## config.mk

```make
export PLATFORM = sky130hd
export DESIGN_NAME = hhst_ctrl
export DESIGN_NICKNAME = d
export VERILOG_FILES = /design/src/rtl/core/hhst_pkg.sv /design/src/rtl/core/hhst_ctrl.sv
export SDC_FILE = /design/constraint.sdc
export NUM_CORES = 1
export LEC_CHECK = 0
export ABC_AREA = 1
export BUFFER_PORTS_ARGS = -buffer_cell sky130_fd_sc_hd__buf_4
export CELL_PAD_IN_SITES_DETAIL_PLACEMENT = 1
export CELL_PAD_IN_SITES_GLOBAL_PLACEMENT = 2
export CORE_UTILIZATION = 18
export CTS_CLUSTER_DIAMETER = 100
export DETAILED_ROUTE_END_ITERATION = 7
export PLACE_DENSITY_LB_ADDON = 0.1
export SYNTH_ARGS = -nofsm -noshare
export SYNTH_HDL_FRONTEND = slang
export SYNTH_SLANG_ARGS = --single-unit
```

## constraint.sdc

```tcl
create_clock -name aclk -period 1 [get_ports aclk]
set_input_delay 0.05 -clock aclk [delete_from_list [all_inputs] [get_ports aclk]]
set_output_delay 0.05 -clock aclk [all_outputs]
set_load 0.005 [all_outputs]
```

## src/rtl/core/hhst_pkg.sv

```systemverilog
package hhst_pkg;

    localparam int SLOT_BITS    = 11;
    localparam int PROBE_LIMIT  = 8;
    localparam int SIZE_BUCKETS = 12;
    localparam int SIZE_CLASSES = 64;
    localparam int TABLE_SIZE   = 1 << SLOT_BITS;
    localparam int PROBE_BITS   = (PROBE_LIMIT > 1) ? $clog2(PROBE_LIMIT) : 1;

    localparam logic [63:0] KEY_MIX = 64'hC2B2AE3D27D4EB4F;
    localparam logic [63:0] SPREAD  = 64'h9E3779B97F4A7C15;
    localparam logic [31:0] THRESHOLD_RESET = 32'd4096;

    typedef enum logic [2:0] {
        OUT_HIT   = 3'd0,
        OUT_NEW   = 3'd1,
        OUT_EVICT = 3'd2,
        OUT_DROP  = 3'd3,
        OUT_READ  = 3'd4
    } outcome_t;

    typedef enum logic [0:0] {
        CMD_RECORD = 1'b0,
        CMD_READ   = 1'b1
    } command_t;

    typedef struct packed {
        logic [47:0] addr;
        logic [7:0]  tag;
        logic [63:0] count;
        logic [63:0] bytes;
        logic [63:0] inherited;
        logic [63:0] inherited_bytes;
        logic [63:0] large_cnt;
        logic [63:0] class_map;
    } entry_t;

    typedef logic [SIZE_BUCKETS-1:0][31:0] hist_row_t;

    typedef enum logic [3:0] {
        ST_CLEAR,
        ST_IDLE,
        ST_DECODE,
        ST_TAG,
        ST_MUL0,
        ST_MUL1,
        ST_MUL2,
        ST_PINIT,
        ST_PRD,
        ST_PCHK,
        ST_FETCH,
        ST_UPDATE
    } state_t;

    typedef struct packed {
        logic       load;
        logic       tag_mix;
        logic       mul_en;
        logic [1:0] mul_step;
        logic       probe_init;
        logic       probe_chk;
        logic       sel_target;
        logic       update;
        logic       clear_wr;
    } dp_cmd_t;

    typedef struct packed {
        logic is_read;
        logic is_drop;
        logic probe_done;
        logic clear_done;
        logic out_free;
    } dp_status_t;

endpackage

```

## src/rtl/core/hhst_ctrl.sv

```systemverilog
module hhst_ctrl import hhst_pkg::*; (
    input  logic       aclk,
    input  logic       aresetn,
    input  logic       s_valid,
    output logic       s_ready,
    input  dp_status_t status,
    output dp_cmd_t    cmd
);

    state_t state_reg, state_next;

    always_ff @(posedge aclk) begin
        if (!aresetn) begin
            state_reg <= ST_CLEAR;
        end else begin
            state_reg <= state_next;
        end
    end

    always_comb begin
        state_next = state_reg;
        cmd        = '0;
        s_ready    = 1'b0;
        case (state_reg)
            ST_CLEAR: begin
                cmd.clear_wr = 1'b1;
                if (status.clear_done) begin
                    state_next = ST_IDLE;
                end
            end
            ST_IDLE: begin
                s_ready = 1'b1;
                if (s_valid) begin
                    cmd.load   = 1'b1;
                    state_next = ST_DECODE;
                end
            end
            ST_DECODE: begin
                if (status.is_read) begin
                    state_next = ST_FETCH;
                end else if (status.is_drop) begin
                    state_next = ST_UPDATE;
                end else begin
                    state_next = ST_TAG;
                end
            end
            ST_TAG: begin
                cmd.tag_mix = 1'b1;
                state_next  = ST_MUL0;
            end
            ST_MUL0: begin
                cmd.mul_en   = 1'b1;
                cmd.mul_step = 2'd0;
                state_next   = ST_MUL1;
            end
            ST_MUL1: begin
                cmd.mul_en   = 1'b1;
                cmd.mul_step = 2'd1;
                state_next   = ST_MUL2;
            end
            ST_MUL2: begin
                cmd.mul_en   = 1'b1;
                cmd.mul_step = 2'd2;
                state_next   = ST_PINIT;
            end
            ST_PINIT: begin
                cmd.probe_init = 1'b1;
                state_next     = ST_PRD;
            end
            ST_PRD: begin
                state_next = ST_PCHK;
            end
            ST_PCHK: begin
                cmd.probe_chk = 1'b1;
                state_next    = status.probe_done ? ST_FETCH : ST_PRD;
            end
            ST_FETCH: begin
                cmd.sel_target = 1'b1;
                state_next     = ST_UPDATE;
            end
            ST_UPDATE: begin
                cmd.sel_target = 1'b1;
                if (status.out_free) begin
                    cmd.update = 1'b1;
                    state_next = ST_IDLE;
                end
            end
            default: begin
                state_next = ST_IDLE;
            end
        endcase
    end

endmodule

```

==> impl_metrics.env, run 1 <==
export IMPL_status="complete, but fails checks"
export IMPL_violations="negative setup slack"
export IMPL_crit_buf_inv=3
export IMPL_post_drt_wl_per_cell_um=9.58
export IMPL_slowest_stage="dfxtp_4"
export IMPL_antenna_left=0
export IMPL_grt_pass1_wl_um=2210
export IMPL_gp_congestion=0.721
export IMPL_remaining_drc_errors=0
export IMPL_ys_ff_latch=4
export IMPL_synth_common_cells="16 x nand2_1, 15 x inv_1, 9 x nor2_1"
export IMPL_slew_viol_final=0
export IMPL_fin_crit_sh_pct=119
export IMPL_gr_total_overflow=0
export IMPL_dr_pass1_iters=2
export IMPL_syn_avg_cell_area_um2=5.58
export IMPL_pwr_share_seq_pct=21.1
export IMPL_drv_cap=0
export IMPL_final_nets=120
export IMPL_cp_max_fo=4
export IMPL_die_area_um2=2420
export IMPL_switching_share_pct=44.1
export IMPL_synthFlopType="dfxtp_1"
export IMPL_crit_type="reg2out"
export IMPL_hold_viol_final=0
export IMPL_netlist_instances=72
export IMPL_track_usage_pct=12.3
export IMPL_grt_max_degree=7
export IMPL_hpwl_um=1060
export IMPL_tritoncts="yes"
export IMPL_fmax_ghz=0.838
export IMPL_placed_area_um2=647
export IMPL_final_core_util_pct=40.8
export IMPL_multi_input_area_um2=309
export IMPL_p_per_area_nw_per_um2=2050
export IMPL_fin_ws_ns=-0.193
export IMPL_crit_path_start_kind="flop"
export IMPL_hp_class="in2reg"
export IMPL_avgViaCountPerCell=4.02
export IMPL_min_path_cells=3
export IMPL_worstHoldStart="aresetn"
export IMPL_path_delay_family="flip-flops"
export IMPL_diodes=0
export IMPL_path_cells="inv_6, nor2_4, nand2_4, buf_6, nor2_2, buf_4"
export IMPL_initial_core_util_pct=19.9
export IMPL_yosysMostFrequentCell="nand2_1"
export IMPL_synthToLayoutAreaGrowth_pct=106
export IMPL_required_ns=0.95
export IMPL_mappedNetlistArea_um2=402
export IMPL_p_leak_nw=0.472
export IMPL_synth_top_cell_area_share_pct=19.9
export IMPL_p_comb_share_pct=66.8
export IMPL_relSlewSlack_pct=84.3
export IMPL_cts_root_buf="clkbuf_4"
export IMPL_skew_ns=0.00656
export IMPL_htreeDepth=1
export IMPL_reg2regPathDepth=9
export IMPL_r2r_slack_ns=-0.15
export IMPL_worstSetupEndpointType="primary output"
export IMPL_grt_pass1_vias=526
export IMPL_clk_path_buf_depth=2
export IMPL_p_clk_share_pct=12.1
export IMPL_instances_no_fill=137
export IMPL_hold_buffers=0
export IMPL_yosysSeqAreaShare_pct=19.9
export IMPL_cts_sinks=4
export IMPL_fillers=271
export IMPL_holdWs_ns=0.0352
export IMPL_clk_pin_slew_ns=0.03
export IMPL_synth_cell_types=14
export IMPL_drive_gt1_share_pct=66.4
export IMPL_rows=16
export IMPL_cp_arrival_ns=1.14
export IMPL_p_int_uw=946
export IMPL_tightestPinTransition_ns=0.235
export IMPL_dp_cells=126
export IMPL_numCtsBuffers=3
export IMPL_seqCellArea_um2=95.1
export IMPL_cpPeakStageDelay_ns=0.39
export IMPL_syn_num_nets=80
export IMPL_die_w_um=49.2
export IMPL_wirelength_um=1310
export IMPL_async_flop_share_pct=0
export IMPL_netlist_top_cell_by_area="dfxtp_1"
export IMPL_die_h_um=49.2
export IMPL_grt_setup_unrepaired="true"
export IMPL_power_switching_uw=745
export IMPL_largest_reg_flops=4
export IMPL_clock_latency_ns=0.24
export IMPL_design_area_um2=826
export IMPL_vias=551
export IMPL_holdPathEnd="state_reg[3]$_SDFFE_PN0P_"
export IMPL_synth_edf_count=0
export IMPL_pin_count=19
export IMPL_grt_antenna_before_repair=0
export IMPL_yosysWarningCount=0
export IMPL_fin_crit_ns=1.19
export IMPL_portBuffers=18
export IMPL_synthTopCellsByArea="dfxtp_1 20%, nand2_1 15%, inv_1 14%"
export IMPL_fp_coreArea_um2=2020
export IMPL_worstReg2RegEnd="state_reg[0]$_SDFFE_PN0P_"
export IMPL_vdd_drop_max_mv=0.773
export IMPL_drt_initial_drc_count=1
export IMPL_setup_violations=15
export IMPL_r2r_start="state_reg[1]$_SDFFE_PN0P_"
-- cells in the final DEF (no fill, tap or decap), drive strengths merged, types with 2 or more instances in the layout --
cell type	instances
nor3	2
nand2	19
dfxtp	4
buf	35
inv	18
nand3	8
nor2	17
clkbuf	3
-- logic make-up after synthesis --
kind of cell,share of synthesized area (%)
AOI/OAI and AO/OA,2.49
DFF,19.9
buffers and inverters,18.1
and+or+nand+nor,59.5
-- power groups by stage --
stage / Sequential, mW / Clock (mW) / Combinational, mW
after global routing: 0.366 / 0.231 / 1.25
after detailed placement: 0.312 / 0 / 0.879
final: 0.356 / 0.205 / 1.13
after global placement: 0.312 / 0 / 0.895
after floorplan: 0.291 / 0 / 0.522
after CTS: 0.340 / 0.222 / 1.05
-- worst max-delay path by stage --
stage,to,startpoint,depth (start not counted)
CTS,cmd[2],state_reg[1]$_SDFFE_PN0P_,5
finish,cmd[1],state_reg[3]$_SDFFE_PN0P_,6
global route,cmd[1],state_reg[3]$_SDFFE_PN0P_,6
detailed placement,state_reg[1]$_SDFFE_PN0P_,state_reg[0]$_SDFFE_PN0P_,7
floorplan,state_reg[1]$_SDFFE_PN0P_,state_reg[0]$_SDFFE_PN0P_,7
global placement,state_reg[1]$_SDFFE_PN0P_,state_reg[0]$_SDFFE_PN0P_,7
-- layer usage --
layer  routed length (um)  global-route usage [%]  part of all wire [%]  vias up
met2                  706                    20.3                    54       11
met4                   17                    7.35                   1.3        0
met5                    0                       0                     0        -
met3                   37                    1.87                   2.8        2
met1                  552                    14.8                    42      245
li1                     -                       -                     -      293
-- worst register-to-register path, stage by stage (launching register included) --
cell,delay (ns)
dfxtp_4,0.37
nand2_4,0.10
clkinv_4,0.07
nand2_4,0.07
buf_4,0.11
nor2_4,0.03
nor2_2,0.11
nand3_1,0.08
nand2_1,0.06
inv_1,0.03
-- what timing repair did --
item | CTS | global route
hold endpoints to repair | 0 | 0
pin swaps | 6 | 4
buffers inserted | 5 | 3
gates resized for setup | 23 | 10
setup endpoints to repair | 15 | 15
-- per-stage QoR --
| stage | worst slack (ns) | setup TNS [ns] | power, mW |
|---|---|---|---|
| after global routing | -0.254 | -3.01 | 1.85 |
| final | -0.193 | -2.02 | 1.69 |
| after global placement | -0.178 | -0.771 | 1.21 |
| after CTS | -0.195 | -2.00 | 1.61 |
| after detailed placement | -0.165 | -0.777 | 1.19 |
| after floorplan | 0.000835 | 0 | 0.814 |
-- area by class of cell --
class	count	share of cell area [%]
timing repair buffer	35	34.1
multi-input combinational	49	37.4
tap	27	4.09
clock buffer	3	2.73
sequential	4	11.5
inverter	19	10.2
(Power assumes the default switching activity.)
==> inputs of run 2 (changes only) <==
--- a/config.mk
+++ b/config.mk
@@ -9,8 +9,10 @@
 export BUFFER_PORTS_ARGS = -buffer_cell sky130_fd_sc_hd__buf_4
 export CELL_PAD_IN_SITES_DETAIL_PLACEMENT = 1
 export CELL_PAD_IN_SITES_GLOBAL_PLACEMENT = 2
-export CORE_UTILIZATION = 18
+export CORE_UTILIZATION = 19
+export CTS_BUF_LIST = sky130_fd_sc_hd__clkbuf_4
 export CTS_CLUSTER_DIAMETER = 100
+export CTS_CLUSTER_SIZE = 14
 export DETAILED_ROUTE_END_ITERATION = 7
 export PLACE_DENSITY_LB_ADDON = 0.1
 export SYNTH_ARGS = -nofsm -noshare
==> run 2 against run 1 <==
  * Setup slack better by 0.014 ns
  * Cell area rose by 1.7%
  * Cell count down 0.73%
  * Register-to-register slack is essentially flat
  * Total power increased by 7.7%
  * The run still ends with negative setup slack left
  * First-iteration DRC count grew to 3.0 times the previous value
  * Die area fell by 5.1%
  * Clock power fell by 4%
  * Non-clock buffer count shrank 1
  * Count of clock-buffer cells in the layout unchanged
  * Combinational power increased by 12%
  * Via count up 0.91%
==> impl_metrics.env, run 2 (synthesized netlist as in run 1, its figures left out) <==
export IMPL_crit_cells=6
export IMPL_final_nets=119
export IMPL_p_int_mw=1.02
export IMPL_hp_class="in2reg"
export IMPL_post_place_ws_ns=-0.192
export IMPL_switching_share_pct=44.3
export IMPL_hpwl_um=1110
export IMPL_reg2regPathDepth=8
export IMPL_vdd_drop_max_mv=0.858
export IMPL_clk_pin_slew_ns=0.03
export IMPL_slowest_stage="dfxtp_4"
export IMPL_remaining_drc_errors=0
export IMPL_cp_arrival_ns=1.13
export IMPL_skew_ns=0.00309
export IMPL_r2r_slack_ns=-0.15
export IMPL_synthToLayoutAreaGrowth_pct=109
export IMPL_grt_pass1_wl_um=2160
export IMPL_worstSetupEndpointType="primary output"
export IMPL_die_h_um=48.0
export IMPL_violations="negative setup slack"
export IMPL_fin_ws_ns=-0.179
export IMPL_gr_total_overflow=0
export IMPL_required_ns=0.95
export IMPL_relSlewSlack_pct=84.2
export IMPL_clk_path_buf_depth=2
export IMPL_hold_viol_final=0
export IMPL_cpPeakStageDelay_ns=0.38
export IMPL_vias=556
export IMPL_grt_antenna_before_repair=0
export IMPL_fillers=250
export IMPL_wirelength_um=1430
export IMPL_avgViaCountPerCell=4.09
export IMPL_final_common_cell="buf_4"
export IMPL_dr_pass1_iters=2
export IMPL_track_usage_pct=13.7
export IMPL_tritoncts="yes"
export IMPL_p_clk_share_pct=10.8
export IMPL_path_delay_family="flip-flops"
export IMPL_die_w_um=48.0
export IMPL_grt_max_degree=6
export IMPL_power_total_mw=1.82
export IMPL_grt_pass1_vias=509
export IMPL_cts_root_buf="clkbuf_4"
export IMPL_largest_reg_flops=4
export IMPL_fp_coreArea_um2=1980
export IMPL_pwr_share_seq_pct=19.5
export IMPL_crit_path_start_kind="flop"
export IMPL_htreeDepth=1
export IMPL_portBuffers=18
export IMPL_cts_sinks=4
export IMPL_status="complete, but fails checks"
export IMPL_finalSetupTns_ns=-2.09
export IMPL_final_cell_mix="30 x buf_4, 12 x nand2_1, 10 x inv_1, 6 x nor2_4, 6 x nor2_2"
export IMPL_die_area_um2=2300
export IMPL_crit_type="reg2out"
export IMPL_gp_congestion=0.674
export IMPL_final_core_util_pct=42.4
export IMPL_setup_violations=14
export IMPL_initial_core_util_pct=20.3
export IMPL_p_leak_nw=0.483
export IMPL_numCtsBuffers=3
export IMPL_p_per_area_nw_per_um2=2170
export IMPL_p_comb_share_pct=69.7
export IMPL_cp_max_fo=3
export IMPL_rows=16
export IMPL_antenna_left=0
export IMPL_pin_count=19
export IMPL_crit_buf_inv=3
export IMPL_fin_crit_ns=1.18
export IMPL_min_path_cells=3
export IMPL_drv_cap=0
export IMPL_post_drt_wl_per_cell_um=10.5
export IMPL_clock_latency_ns=0.23
export IMPL_path_cells="inv_4, nor2_4, nand2_4, buf_6, nor2_2, buf_4"
export IMPL_diodes=0
export IMPL_fmax_ghz=0.848
export IMPL_power_switching_uw=806
export IMPL_drt_initial_drc_count=3
export IMPL_slew_viol_final=0
export IMPL_tightestPinTransition_ns=0.235
export IMPL_drive_gt1_share_pct=68.8
export IMPL_fin_crit_sh_pct=118
export IMPL_grt_setup_unrepaired="true"
run 2: cell types whose count changed in the layout (fill, tap and decap cells not counted), sizes merged:
cell	delta
buf	-1
run 2: through the flow:
step / hold slack [ns] / cells / area, um^2
2_1_floorplan: 0.148 / 72 / 410
3_3_place_gp: 0.263 / 126 / 647
6_report: 0.0293 / 136 / 840
4_1_cts: 0.0293 / 135 / 805
3_5_place_dp: 0.271 / 126 / 647
5_1_grt: 0.0468 / 136 / 840
run 2: final timing paths:
path                                   from                   endpoint
hold reg to reg   state_reg[2]$_SDFFE_PN0P_  state_reg[2]$_SDFFE_PN0P_
hold / removal                      aresetn  state_reg[3]$_SDFFE_PN0P_
setup reg to reg  state_reg[3]$_SDFFE_PN0P_  state_reg[0]$_SDFFE_PN0P_
setup / recovery  state_reg[3]$_SDFFE_PN0P_                     cmd[1]
run 2: worst reg2reg max path, cell delays in order, from the launching register on:
cell and delay [ns]:
dfxtp_4 0.36, nor2_4 0.18, buf_4 0.15, nand3b_2 0.09, nand2_2 0.11, nor2_4 0.04, nand3_1 0.07, nand2_1 0.06
inv_1 0.04
run 2: power by group through the flow:
stage | clock (mW) | combinational (mW) | sequential, mW
global placement | 0 | 0.900 | 0.309
floorplan | 0 | 0.522 | 0.291
detailed placement | 0 | 0.891 | 0.313
finish | 0.197 | 1.27 | 0.356
CTS | 0.202 | 1.17 | 0.352
global route | 0.209 | 1.42 | 0.363
run 2: area by class of cell:
type	count	area, um^2	share of cell area [%]
multi-input cells	49	325	38.7
repair buffers	34	279	33.2
inverters	19	83.8	9.99
clock buffers	3	22.5	2.68
well taps	27	33.8	4.02
flip-flops and latches	4	95.1	11.3
run 2: repair_timing:
action / in CTS / in global routing
gates resized for setup: 25 / 10
pin swaps: 7 / 5
hold buffers: 0 / 0
setup buffers: 6 / 1
endpoints found under the setup margin: 15 / 15
run 2: routing by layer:
layer	vias to the layer above	GRT usage [%]	part of all wire, %
met5	-	0	0
met4	0	5.00	0
met3	0	2.26	2.7
met2	13	24.9	54
met1	253	16.0	43
li1	290	-	-
